File: src/rtl/mtcd_pkg.sv
// ----------------------------------------------------------------------------
// mtcd_pkg: shared types and constants of the crank decoder
// Action codes, register indexes, reset values, sequencer states.
// ----------------------------------------------------------------------------
package mtcd_pkg;

  localparam logic [1:0] ACT_CRANK = 2'd0;
  localparam logic [1:0] ACT_CAM   = 2'd1;
  localparam logic [1:0] ACT_CLEAR = 2'd2;
  localparam logic [1:0] ACT_SPARE = 2'd3;

  localparam int CFG_IDX_BITS  = 8;
  localparam int CFG_DATA_BITS = 16;
  localparam logic [CFG_IDX_BITS-1:0] CFG_TEETH = 8'd0;
  localparam logic [CFG_IDX_BITS-1:0] CFG_FLOOR = 8'd1;
  localparam logic [CFG_IDX_BITS-1:0] CFG_CEIL  = 8'd2;
  localparam logic [CFG_IDX_BITS-1:0] CFG_PHASE = 8'd3;

  localparam logic [7:0]  TEETH_RST = 8'd58;
  localparam logic [15:0] FLOOR_RST = 16'd500;
  localparam logic [15:0] CEIL_RST  = 16'd8000;

  localparam int          DIV_BITS     = 32;
  localparam logic [31:0] DEG_ROUND    = 32'd180;
  localparam logic [31:0] US_PER_MIN   = 32'd60000000;
  localparam logic [8:0]  MISSING      = 9'd2;

  // Reciprocals for the constant divisions: x / 3 for any 32-bit x, and
  // z / 45 for any 29-bit z (360 = 8 * 45).
  localparam logic [31:0] RECIP_3      = 32'hAAAA_AAAB;
  localparam int          RECIP_3_SH   = 33;
  localparam logic [31:0] RECIP_45     = 32'hB60B_60B7;
  localparam int          RECIP_45_SH  = 37;

  typedef struct packed {
    logic busy;
    logic done;
  } div_stat_t;

  typedef enum logic [8:0] {
    ST_IDLE   = 9'b000000001,
    ST_EDGE   = 9'b000000010,
    ST_TPDIV  = 9'b000000100,
    ST_POSDIV = 9'b000001000,
    ST_MUL    = 9'b000010000,
    ST_DEGDIV = 9'b000100000,
    ST_RPMDIV = 9'b001000000,
    ST_FINAL  = 9'b010000000,
    ST_OUT    = 9'b100000000
  } state_t;

endpackage

File: src/rtl/mtcd_in_if.sv
// ----------------------------------------------------------------------------
// mtcd_in_if: edge event channel
// Valid/ready channel that carries one action code and its capture time.
// ----------------------------------------------------------------------------
interface mtcd_in_if #(parameter int STAMP_BITS = 48);
  logic                  valid;
  logic                  ready;
  logic [1:0]            action;
  logic [STAMP_BITS-1:0] stamp_us;

  modport source (output valid, output action, output stamp_us, input ready);
  modport sink   (input valid, input action, input stamp_us, output ready);
endinterface

File: src/rtl/mtcd_out_if.sv
// ----------------------------------------------------------------------------
// mtcd_out_if: decoder status channel
// Valid/ready channel that carries the decoder state after each event.
// ----------------------------------------------------------------------------
interface mtcd_out_if;
  logic        valid;
  logic        ready;
  logic [7:0]  tooth_position;
  logic [31:0] period_us;
  logic        gap_seen;
  logic [31:0] gap_length_us;
  logic        phase_known;
  logic        acquired;
  logic        speed_valid;
  logic [15:0] speed_rpm;
  logic [31:0] us_per_degree;
  logic        revolution_half;
  logic [7:0]  cam_tooth;
  logic        cam_flag;

  modport source (output valid, output tooth_position, output period_us, output gap_seen,
                  output gap_length_us, output phase_known, output acquired,
                  output speed_valid, output speed_rpm, output us_per_degree,
                  output revolution_half, output cam_tooth, output cam_flag, input ready);
  modport sink   (input valid, input tooth_position, input period_us, input gap_seen,
                  input gap_length_us, input phase_known, input acquired,
                  input speed_valid, input speed_rpm, input us_per_degree,
                  input revolution_half, input cam_tooth, input cam_flag, output ready);
endinterface

File: src/rtl/mtcd_div.sv
// ----------------------------------------------------------------------------
// mtcd_div: shared unsigned divider
// Restoring divider, one quotient bit per cycle; quotient and remainder are
// valid in the cycle that done is high.
// ----------------------------------------------------------------------------
module mtcd_div (
  input  logic                          clk,
  input  logic                          rst_n,
  input  logic                          start,
  input  logic [mtcd_pkg::DIV_BITS-1:0] dividend,
  input  logic [mtcd_pkg::DIV_BITS-1:0] divisor,
  output logic [mtcd_pkg::DIV_BITS-1:0] quotient,
  output logic [mtcd_pkg::DIV_BITS-1:0] remainder,
  output mtcd_pkg::div_stat_t           stat
);
  localparam int W  = mtcd_pkg::DIV_BITS;
  localparam int CW = $clog2(W);

  logic [W-1:0]  rem_r, rem_nxt, quo_r, quo_nxt, dvs_r;
  logic [CW-1:0] cnt_r;
  logic          busy_r, done_r;
  logic [W:0]    trial;

  always_comb begin
    trial = {rem_r, quo_r[W-1]} - {1'b0, dvs_r};
    if (!trial[W]) begin
      rem_nxt = trial[W-1:0];
      quo_nxt = {quo_r[W-2:0], 1'b1};
    end else begin
      rem_nxt = {rem_r[W-2:0], quo_r[W-1]};
      quo_nxt = {quo_r[W-2:0], 1'b0};
    end
  end

  always_ff @(posedge clk) begin
    if (!rst_n) begin
      busy_r <= 1'b0;
      done_r <= 1'b0;
      cnt_r  <= '0;
    end else begin
      done_r <= 1'b0;
      if (start) begin
        busy_r <= 1'b1;
        cnt_r  <= '0;
      end else if (busy_r) begin
        cnt_r <= cnt_r + 1'b1;
        if (cnt_r == CW'(W - 1)) begin
          busy_r <= 1'b0;
          done_r <= 1'b1;
        end
      end
    end
  end

  always_ff @(posedge clk) begin
    if (start) begin
      rem_r <= '0;
      quo_r <= dividend;
      dvs_r <= divisor;
    end else if (busy_r) begin
      rem_r <= rem_nxt;
      quo_r <= quo_nxt;
    end
  end

  assign quotient    = quo_r;
  assign remainder   = rem_r;
  assign stat.busy   = busy_r;
  assign stat.done   = done_r;
endmodule

File: src/rtl/missing_tooth_crank_decoder.sv
// ----------------------------------------------------------------------------
// missing_tooth_crank_decoder: missing-tooth trigger wheel decoder
// Tracks tooth position, gap, cam phase, time per degree and engine speed.
//
//   channel | dir | handshake       | beat
//   in_ch   | in  | valid / ready   | action, stamp_us
//   out_ch  | out | valid / ready   | decoder state after the event
//   cfg_    | in  | cfg_we          | cfg_index, cfg_wdata
//
// A cam, clear or unused event, or a crank edge with no earlier stamp or a stamp
// that does not advance, goes from the edge step straight to the output step.
// A gap edge finds the period by a reciprocal multiply and the speed by at most
// one pass through the shared divider; an ordinary edge needs one more for the
// tooth index, unless the tooth count is zero. The input is ready only in idle.
// Reset is synchronous and clears all decoder state and restores the registers.
// A result still waiting on out_ch holds the next one in its output step.
// ----------------------------------------------------------------------------
module missing_tooth_crank_decoder #(
  parameter int STAMP_BITS = 48
) (
  input  logic                                clk,
  input  logic                                rst_n,
  mtcd_in_if.sink                             in_ch,
  mtcd_out_if.source                          out_ch,
  input  logic                                cfg_we,
  input  logic [mtcd_pkg::CFG_IDX_BITS-1:0]   cfg_index,
  input  logic [mtcd_pkg::CFG_DATA_BITS-1:0]  cfg_wdata
);
  mtcd_pkg::state_t state_r, state_nxt;

  logic [7:0]  teeth_r;
  logic [15:0] floor_r, ceil_r;
  logic        phchk_r;

  logic [STAMP_BITS-1:0] prev_r, stamp_r;
  logic [1:0]  act_r;
  logic [31:0] tp_r, gapp_r, deg_r, rev_r;
  logic [7:0]  pos_r, campos_r;
  logic        gapf_r, phase_r, acq_r, valid_r, revb_r, camsg_r, camev_r;
  logic [15:0] rpm_r;
  logic        ov_r;

  logic        div_start_r;
  logic [31:0] div_a_r, div_b_r, div_q, div_rem;
  mtcd_pkg::div_stat_t div_st;

  logic [31:0] span, thresh;
  logic [8:0]  positions;
  logic        gap;

  mtcd_div u_div (
    .clk(clk), .rst_n(rst_n), .start(div_start_r), .dividend(div_a_r),
    .divisor(div_b_r), .quotient(div_q), .remainder(div_rem), .stat(div_st)
  );

  assign span      = 32'(stamp_r - prev_r);
  assign thresh    = (tp_r + {tp_r[30:0], 1'b0}) >> 1;
  assign gap       = (tp_r != '0) && (span > thresh);
  assign positions = {1'b0, teeth_r} + mtcd_pkg::MISSING;

  assign in_ch.ready = (state_r == mtcd_pkg::ST_IDLE);

  always_comb begin
    state_nxt = state_r;
    case (state_r)
      mtcd_pkg::ST_IDLE:   if (in_ch.valid) state_nxt = mtcd_pkg::ST_EDGE;
      mtcd_pkg::ST_EDGE: begin
        if (act_r != mtcd_pkg::ACT_CRANK || prev_r == '0 || stamp_r <= prev_r)
          state_nxt = mtcd_pkg::ST_OUT;
        else if (gap)
          state_nxt = mtcd_pkg::ST_TPDIV;
        else if (teeth_r != '0)
          state_nxt = mtcd_pkg::ST_POSDIV;
        else
          state_nxt = mtcd_pkg::ST_MUL;
      end
      mtcd_pkg::ST_TPDIV:  state_nxt = mtcd_pkg::ST_MUL;
      mtcd_pkg::ST_POSDIV: if (div_st.done) state_nxt = mtcd_pkg::ST_MUL;
      mtcd_pkg::ST_MUL:    state_nxt = mtcd_pkg::ST_DEGDIV;
      mtcd_pkg::ST_DEGDIV: begin
        state_nxt = (tp_r != '0 && rev_r != '0) ? mtcd_pkg::ST_RPMDIV
                                                : mtcd_pkg::ST_FINAL;
      end
      mtcd_pkg::ST_RPMDIV: if (div_st.done) state_nxt = mtcd_pkg::ST_FINAL;
      mtcd_pkg::ST_FINAL:  state_nxt = mtcd_pkg::ST_OUT;
      mtcd_pkg::ST_OUT:    if (!ov_r || out_ch.ready) state_nxt = mtcd_pkg::ST_IDLE;
      default:             state_nxt = mtcd_pkg::ST_IDLE;
    endcase
  end

  always_ff @(posedge clk) begin
    if (!rst_n) begin
      state_r     <= mtcd_pkg::ST_IDLE;
      teeth_r     <= mtcd_pkg::TEETH_RST;
      floor_r     <= mtcd_pkg::FLOOR_RST;
      ceil_r      <= mtcd_pkg::CEIL_RST;
      phchk_r     <= 1'b1;
      prev_r      <= '0;
      tp_r        <= '0;
      pos_r       <= '0;
      gapf_r      <= 1'b0;
      gapp_r      <= '0;
      phase_r     <= 1'b0;
      acq_r       <= 1'b0;
      valid_r     <= 1'b0;
      rpm_r       <= '0;
      deg_r       <= '0;
      revb_r      <= 1'b0;
      camsg_r     <= 1'b0;
      campos_r    <= '0;
      camev_r     <= 1'b0;
      ov_r        <= 1'b0;
      div_start_r <= 1'b0;
    end else begin
      state_r     <= state_nxt;
      // The divider starts as the sequencer enters one of its two divide steps.
      div_start_r <= (state_nxt != state_r) &&
                     (state_nxt == mtcd_pkg::ST_POSDIV || state_nxt == mtcd_pkg::ST_RPMDIV);
      if (state_r == mtcd_pkg::ST_OUT && (!ov_r || out_ch.ready))
        ov_r <= 1'b1;
      else if (out_ch.ready)
        ov_r <= 1'b0;

      if (cfg_we) begin
        case (cfg_index)
          mtcd_pkg::CFG_TEETH: teeth_r <= cfg_wdata[7:0];
          mtcd_pkg::CFG_FLOOR: floor_r <= cfg_wdata;
          mtcd_pkg::CFG_CEIL:  ceil_r  <= cfg_wdata;
          mtcd_pkg::CFG_PHASE: phchk_r <= cfg_wdata[0];
          default: ;
        endcase
      end

      case (state_r)
        mtcd_pkg::ST_EDGE: begin
          case (act_r)
            mtcd_pkg::ACT_CRANK: begin
              prev_r <= stamp_r;
              if (prev_r != '0 && stamp_r <= prev_r) begin
                valid_r <= 1'b0;
                acq_r   <= 1'b0;
              end else if (prev_r != '0) begin
                if (gap) begin
                  gapf_r  <= 1'b1;
                  pos_r   <= '0;
                  gapp_r  <= span;
                  phase_r <= camsg_r;
                  revb_r  <= camsg_r ? 1'b0 : ~revb_r;
                  camsg_r <= 1'b0;
                  div_a_r <= span;
                end else begin
                  gapf_r  <= 1'b0;
                  tp_r    <= span;
                  div_a_r <= 32'(pos_r) + 32'd1;
                  div_b_r <= 32'(teeth_r);
                  if (teeth_r == '0) pos_r <= '0;
                end
              end
            end
            mtcd_pkg::ACT_CAM: begin
              camsg_r  <= 1'b1;
              camev_r  <= 1'b1;
              campos_r <= pos_r;
            end
            mtcd_pkg::ACT_CLEAR: begin
              prev_r   <= '0;
              tp_r     <= '0;
              pos_r    <= '0;
              gapf_r   <= 1'b0;
              gapp_r   <= '0;
              phase_r  <= 1'b0;
              acq_r    <= 1'b0;
              valid_r  <= 1'b0;
              rpm_r    <= '0;
              deg_r    <= '0;
              revb_r   <= 1'b0;
              camsg_r  <= 1'b0;
              campos_r <= '0;
              camev_r  <= 1'b0;
            end
            default: ;
          endcase
        end
        mtcd_pkg::ST_TPDIV: begin
          tp_r <= 32'((64'(div_a_r) * 64'(mtcd_pkg::RECIP_3)) >> mtcd_pkg::RECIP_3_SH);
        end
        mtcd_pkg::ST_POSDIV: if (div_st.done) pos_r <= div_rem[7:0];
        mtcd_pkg::ST_MUL: begin
          rev_r       <= 32'(tp_r * 32'(positions));
          div_a_r     <= 32'(tp_r * 32'(positions)) + mtcd_pkg::DEG_ROUND;
        end
        mtcd_pkg::ST_DEGDIV: begin
          // Dividing by 360 is a shift by three and a divide by 45.
          deg_r   <= 32'((64'(div_a_r[31:3]) * 64'(mtcd_pkg::RECIP_45))
                         >> mtcd_pkg::RECIP_45_SH);
          div_a_r <= mtcd_pkg::US_PER_MIN;
          div_b_r <= rev_r;
        end
        mtcd_pkg::ST_RPMDIV: begin
          if (div_st.done) begin
            if (div_q < 32'(floor_r))     rpm_r <= '0;
            else if (div_q > 32'(ceil_r)) rpm_r <= ceil_r;
            else                          rpm_r <= div_q[15:0];
          end
        end
        mtcd_pkg::ST_FINAL: begin
          valid_r <= (rpm_r != '0);
          if (!phchk_r) phase_r <= 1'b1;
          if (rpm_r == '0)
            acq_r <= 1'b0;
          else if (gapf_r && (phase_r || !phchk_r))
            acq_r <= 1'b1;
        end
        default: ;
      endcase
    end
  end

  always_ff @(posedge clk) begin
    if (state_r == mtcd_pkg::ST_IDLE && in_ch.valid) begin
      act_r   <= in_ch.action;
      stamp_r <= in_ch.stamp_us;
    end
  end

  // The output beat is a snapshot, so the state can move on underneath it.
  always_ff @(posedge clk) begin
    if (state_r == mtcd_pkg::ST_OUT && (!ov_r || out_ch.ready)) begin
      out_ch.tooth_position  <= pos_r;
      out_ch.period_us       <= tp_r;
      out_ch.gap_seen        <= gapf_r;
      out_ch.gap_length_us   <= gapp_r;
      out_ch.phase_known     <= phase_r;
      out_ch.acquired        <= acq_r;
      out_ch.speed_valid     <= valid_r;
      out_ch.speed_rpm       <= rpm_r;
      out_ch.us_per_degree   <= deg_r;
      out_ch.revolution_half <= revb_r;
      out_ch.cam_tooth       <= campos_r;
      out_ch.cam_flag        <= camev_r;
    end
  end

  assign out_ch.valid = ov_r;

  a_acq_needs_valid: assert property (@(posedge clk) disable iff (!rst_n)
    acq_r |-> valid_r) else $error("acquired without valid speed");

  a_div_in_div_state: assert property (@(posedge clk) disable iff (!rst_n)
    div_st.busy |-> (state_r == mtcd_pkg::ST_POSDIV || state_r == mtcd_pkg::ST_RPMDIV))
    else $error("divider busy outside a divide step");

  a_accept_leaves_idle: assert property (@(posedge clk) disable iff (!rst_n)
    (in_ch.valid && in_ch.ready) |=> state_r == mtcd_pkg::ST_EDGE)
    else $error("accepted beat not taken up");
endmodule

File: src/flat_wrapper.sv
// flat-port wrapper written by rule: the top's interface ports become plain ports
module missing_tooth_crank_decoder_flat 
#(
  parameter int STAMP_BITS = 48
)
  (clk, rst_n, cfg_we, cfg_index, cfg_wdata, in_ch_valid, in_ch_action, in_ch_stamp_us, in_ch_ready, out_ch_valid, out_ch_tooth_position, out_ch_period_us, out_ch_gap_seen, out_ch_gap_length_us, out_ch_phase_known, out_ch_acquired, out_ch_speed_valid, out_ch_speed_rpm, out_ch_us_per_degree, out_ch_revolution_half, out_ch_cam_tooth, out_ch_cam_flag, out_ch_ready);
  mtcd_in_if #(.STAMP_BITS(STAMP_BITS)) in_ch_i ();
  mtcd_out_if out_ch_i ();
  input  logic clk;
  input  logic rst_n;
  input  logic cfg_we;
  input  logic [mtcd_pkg::CFG_IDX_BITS-1:0] cfg_index;
  input  logic [mtcd_pkg::CFG_DATA_BITS-1:0] cfg_wdata;
  input wire logic [$bits(in_ch_i.valid)-1:0] in_ch_valid;
  input wire logic [$bits(in_ch_i.action)-1:0] in_ch_action;
  input wire logic [$bits(in_ch_i.stamp_us)-1:0] in_ch_stamp_us;
  output wire logic [$bits(in_ch_i.ready)-1:0] in_ch_ready;
  output wire logic [$bits(out_ch_i.valid)-1:0] out_ch_valid;
  output wire logic [$bits(out_ch_i.tooth_position)-1:0] out_ch_tooth_position;
  output wire logic [$bits(out_ch_i.period_us)-1:0] out_ch_period_us;
  output wire logic [$bits(out_ch_i.gap_seen)-1:0] out_ch_gap_seen;
  output wire logic [$bits(out_ch_i.gap_length_us)-1:0] out_ch_gap_length_us;
  output wire logic [$bits(out_ch_i.phase_known)-1:0] out_ch_phase_known;
  output wire logic [$bits(out_ch_i.acquired)-1:0] out_ch_acquired;
  output wire logic [$bits(out_ch_i.speed_valid)-1:0] out_ch_speed_valid;
  output wire logic [$bits(out_ch_i.speed_rpm)-1:0] out_ch_speed_rpm;
  output wire logic [$bits(out_ch_i.us_per_degree)-1:0] out_ch_us_per_degree;
  output wire logic [$bits(out_ch_i.revolution_half)-1:0] out_ch_revolution_half;
  output wire logic [$bits(out_ch_i.cam_tooth)-1:0] out_ch_cam_tooth;
  output wire logic [$bits(out_ch_i.cam_flag)-1:0] out_ch_cam_flag;
  input wire logic [$bits(out_ch_i.ready)-1:0] out_ch_ready;
  assign in_ch_i.valid = in_ch_valid;
  assign in_ch_i.action = in_ch_action;
  assign in_ch_i.stamp_us = in_ch_stamp_us;
  assign in_ch_ready = in_ch_i.ready;
  assign out_ch_valid = out_ch_i.valid;
  assign out_ch_tooth_position = out_ch_i.tooth_position;
  assign out_ch_period_us = out_ch_i.period_us;
  assign out_ch_gap_seen = out_ch_i.gap_seen;
  assign out_ch_gap_length_us = out_ch_i.gap_length_us;
  assign out_ch_phase_known = out_ch_i.phase_known;
  assign out_ch_acquired = out_ch_i.acquired;
  assign out_ch_speed_valid = out_ch_i.speed_valid;
  assign out_ch_speed_rpm = out_ch_i.speed_rpm;
  assign out_ch_us_per_degree = out_ch_i.us_per_degree;
  assign out_ch_revolution_half = out_ch_i.revolution_half;
  assign out_ch_cam_tooth = out_ch_i.cam_tooth;
  assign out_ch_cam_flag = out_ch_i.cam_flag;
  assign out_ch_i.ready = out_ch_ready;
  missing_tooth_crank_decoder #(.STAMP_BITS(STAMP_BITS)) u_core (.clk(clk), .rst_n(rst_n), .in_ch(in_ch_i), .out_ch(out_ch_i), .cfg_we(cfg_we), .cfg_index(cfg_index), .cfg_wdata(cfg_wdata));
endmodule
File: config.mk
export PLATFORM = sky130hd
export DESIGN_NAME = missing_tooth_crank_decoder_flat
export DESIGN_NICKNAME = d
export VERILOG_FILES = /design/src/rtl/mtcd_pkg.sv /design/src/rtl/mtcd_in_if.sv /design/src/rtl/mtcd_out_if.sv /design/src/rtl/mtcd_div.sv /design/src/rtl/missing_tooth_crank_decoder.sv /design/src/flat_wrapper.sv
export SDC_FILE = /design/constraint.sdc
export NUM_CORES = 2
export LEC_CHECK = 0
export ABC_AREA = 0
export BUFFER_PORTS_ARGS = -buffer_cell sky130_fd_sc_hd__buf_2
export CAP_MARGIN = 20
export CORE_MARGIN = 2
export CORE_UTILIZATION = 60
export DETAILED_ROUTE_END_ITERATION = 12
export HOLD_SLACK_MARGIN = 0.03
export PLACE_DENSITY_LB_ADDON = 0.25
export SLEW_MARGIN = 20
export SYNTH_ARGS = -nofsm -noshare
export SYNTH_HDL_FRONTEND = slang
export SYNTH_SLANG_ARGS = --single-unit
File: constraint.sdc
create_clock -name clk -period 14.65 [get_ports clk]
set_input_delay 0.7325 -clock clk [delete_from_list [all_inputs] [get_ports clk]]
set_output_delay 0.7325 -clock clk [all_outputs]
set_load 0.05 [all_outputs]
==> metrics.txt <==
die width 334 um; delay of the slowest cell on the worst path 0.65 ns; flop and latch count out of synthesis 602; Pwr Density 61.9 nW/um2; global route overflow 0; # hold bufs at CTS 0; share of cells above drive strength 1 7.21%; wire length per cell 24.8 um; overall routed net length 204 mm; post-layout min period 8.67 ns; clock insertion delay at the later pin of the skew report 0.67 ns; port buffer count 206; unrepaired setup endpoints after global routing no; number of flops mapped to enable cells by yosys 336; initial antenna violation count 11; total design power 4.37 mW; area of the placeable core 109000 um2; post-synthesis share of cell area spent on and, or, nand and nor gates 10.2%; average vias per placed instance 5.90; endpoint type of the worst setup path register; leading register cell type out of synthesis sky130_fd_sc_hd__edfxtp_1; number of buffer and inverter stages on the critical path 6; starting density of the core 60.3%; cell mode on critical path sky130_fd_sc_hd__fa_1; largest net degree at the start of global routing 92; count of pins over their slew limit 0; global-route usage over all layers 37.2%; cell leakage power 33.5 nW; result of the run finished clean; count of maximum capacitance violations 0; share of the synthesized area in the top cell type 25.9%; startpoint kind of the worst setup timing path register; library cell with the highest instance count after synthesis sky130_fd_sc_hd__inv_1; number of DRC markers after the initial detailed-route iteration 4716; dpl hpwl 171 mm; compound-gate portion of the synthesized area 10.3%; post-synthesis cell count 6564; required time at the worst-slack endpoint 15.22 ns; Remaining DRCs 0; CP Class reg2reg; slack of the critical path 5.98 ns; final-layout fill cell count 8914; post-route fraction of the period consumed by the critical path 59.2%; area enclosed by the die boundary 112000 um2; root buffer cell sky130_fd_sc_hd__clkbuf_16; count of endpoints failing setup in the final report 0; most instantiated cells after synthesis 1353 x sky130_fd_sc_hd__inv_1, 878 x sky130_fd_sc_hd__ha_1, 846 x sky130_fd_sc_hd__fa_1; mux contribution to synthesized area 1.78%; vias after detailed routing 48500; maximum ir drop on the vdd rail 0.121 mV; cts bufs inserted 70; CTS clock-pin slew for the worst setup and hold paths 0.07 ns; Yosys warnings 0; H-tree lvl count 3; Total Neg Setup Slack 0 ns; FFs w/ async S/R, synth 0%; xor and xnor fraction of the mapped netlist area 2.73%; area growth from synthesis to layout 7.94%; number of nets in the layout 8553; count of unique library cells instantiated by Yosys 101; clock tree from TritonCTS done; Antenna Nets Post-Route 0; Worst Max-Slew Pin Slew 1.26 ns; Clock Path Buffers 3; first-pass iteration count of the detailed router 6; per-instance average area after synthesis 9.97 um2; number of global-route vias before repair 49200; cell with the largest stage delay on the worst path sky130_fd_sc_hd__edfxtp_1; setup repair bufs after CTS 0; global-route wire length before repair 308 mm; post-synthesis instance area 65500 um2; cell class contributing the biggest share of worst-path delay adder cells; adder-cell area share of the yosys netlist 42.7%; worst hold margin 0.248 ns; type of the worst min-delay path in2reg; area leader, netlist sky130_fd_sc_hd__fa_1; num rows 121; CTS-repair resized insts 0; fmax 115 MHz; worst slack at placement 5.95 ns; Arrival @ worst endpoint 9.24 ns; Die Span Y 334 um; I/O pin count 215; clock sinks 602; worst rel slew slack 15.9%; critical path peak fanout 10; Synth area leaders sky130_fd_sc_hd__fa_1 26%, sky130_fd_sc_hd__ha_1 17%, sky130_fd_sc_hd__edfxtp_1 15%; sequential share of the synthesized area 23.5%; number of failing hold endpoints at the final stage 0; combinational family with the most area after synthesis adder cells; Max Clock Skew 0.0339 ns; final weighted congestion in routability-driven placement 1.03
## per-stage QoR
stage	utilization, %	instances	area [um2]
after floorplan	-	6571	65500
after global placement	62.8	8089	68200
after detailed placement	62.9	8091	68200
after CTS	65.1	8220	70600
after global routing	65.1	8222	70700
final	65.1	8223	70700
## area by class of cell
type | count | area [um2] | share of cell area [%]
Antenna cell | 2 | 5.00 | 0.00708
Clock buffer | 91 | 1990 | 2.81
Clock inverter | 38 | 410 | 0.581
Inverter | 1354 | 5090 | 7.20
Multi-Input combinational cell | 4452 | 44400 | 62.9
Sequential cell | 602 | 15400 | 21.8
Tap cell | 1414 | 1770 | 2.50
Timing Repair Buffer | 270 | 1540 | 2.18
## per-layer routing
layer | track usage (%) | vias to the layer above | part of all wire (%)
met5 | 0 | - | 0.031
li1 | - | 22100 | -
met1 | 53.0 | 24100 | 43
met3 | 6.15 | 351 | 8.1
met2 | 57.3 | 1994 | 45
met4 | 13.9 | 10 | 4.2
## worst register-to-register path: stages, from the launching register on
cell                       delay, ns
sky130_fd_sc_hd__edfxtp_1       0.65
sky130_fd_sc_hd__ha_1           0.56
sky130_fd_sc_hd__inv_1          0.20
sky130_fd_sc_hd__fa_1           0.56
sky130_fd_sc_hd__inv_1          0.12
sky130_fd_sc_hd__fa_1           0.55
sky130_fd_sc_hd__inv_1          0.06
sky130_fd_sc_hd__fa_1           0.52
sky130_fd_sc_hd__inv_1          0.06
sky130_fd_sc_hd__fa_1           0.48
sky130_fd_sc_hd__inv_1          0.06
sky130_fd_sc_hd__fa_1           0.53
sky130_fd_sc_hd__inv_1          0.06
sky130_fd_sc_hd__fa_1           0.57
sky130_fd_sc_hd__fa_1           0.44
sky130_fd_sc_hd__ha_1           0.43
sky130_fd_sc_hd__nand2_1        0.11
sky130_fd_sc_hd__or3_1          0.37
sky130_fd_sc_hd__o32ai_1        0.23
sky130_fd_sc_hd__o311ai_0       0.39
sky130_fd_sc_hd__nand4_1        0.34
sky130_fd_sc_hd__nand3_1        0.25
sky130_fd_sc_hd__a31oi_1        0.34
sky130_fd_sc_hd__a31oi_1        0.16
sky130_fd_sc_hd__xnor2_1        0.17
sky130_fd_sc_hd__a22oi_1        0.09
sky130_fd_sc_hd__a211oi_1       0.27
## where the power goes
group | switching (mW) | total [mW] | internal, mW
combinational | 0.452 | 0.701 | 0.249
clock | 0.787 | 1.84 | 1.05
sequential | 0.0286 | 1.83 | 1.81
total | 1.27 | 4.37 | 3.11
## cell usage in the layout, fill, tap and decap left out, types with 71 or more instances in the layout
cell type,netlist,final
sky130_fd_sc_hd__xnor2_1,127,126
sky130_fd_sc_hd__dfxtp_1,266,264
sky130_fd_sc_hd__o21ai_0,168,168
sky130_fd_sc_hd__nor2_1,411,407
sky130_fd_sc_hd__nand2b_1,80,80
sky130_fd_sc_hd__ha_1,878,876
sky130_fd_sc_hd__a21oi_1,288,284
sky130_fd_sc_hd__edfxtp_1,336,336
sky130_fd_sc_hd__mux2i_1,75,75
sky130_fd_sc_hd__inv_1,1353,1351
sky130_fd_sc_hd__a21o_1,127,127
sky130_fd_sc_hd__nand4_1,71,71
sky130_fd_sc_hd__buf_2,15,206
sky130_fd_sc_hd__xor2_1,77,74
sky130_fd_sc_hd__clkbuf_16,0,75
sky130_fd_sc_hd__nand2_1,381,381
sky130_fd_sc_hd__and2_1,77,76
sky130_fd_sc_hd__fa_1,846,846
sky130_fd_sc_hd__nor3_1,75,75
## final timing paths
path,slack (ns),endpoint,from,cells past startpoint
max,5.98,u_core.tp_r[24],u_core.div_a_r[20],26
min,0.25,u_core.act_r[0],in_ch_action[0],1
max reg2reg,5.98,u_core.tp_r[24],u_core.div_a_r[20],26
min reg2reg,0.41,u_core.u_div.dvs_r[31],u_core.div_b_r[31],0
## flip-flops by register name, summed over array words and instances (netlist names), 32 cells and up
signal and cells:
u_core.div_a_r 32, u_core.div_b_r 32, u_core.gapp_r 32, u_core.out_ch.gap_length_us 32, u_core.out_ch.period_us 32, u_core.prev_r 48
u_core.rev_r 32, u_core.stamp_r 48, u_core.tp_r 32, u_core.u_div.dvs_r 32, u_core.u_div.quotient 32, u_core.u_div.remainder 32
## logic make-up after synthesis
group	count (synthesis)
fa+ha+maj	1724
other cells	1
buf+inv	1517
mux	112
simple gates	1386
compound gates	1018
xor+xnor	204
flops	602
No activity file was read; power rests on OpenSTA's default activity.
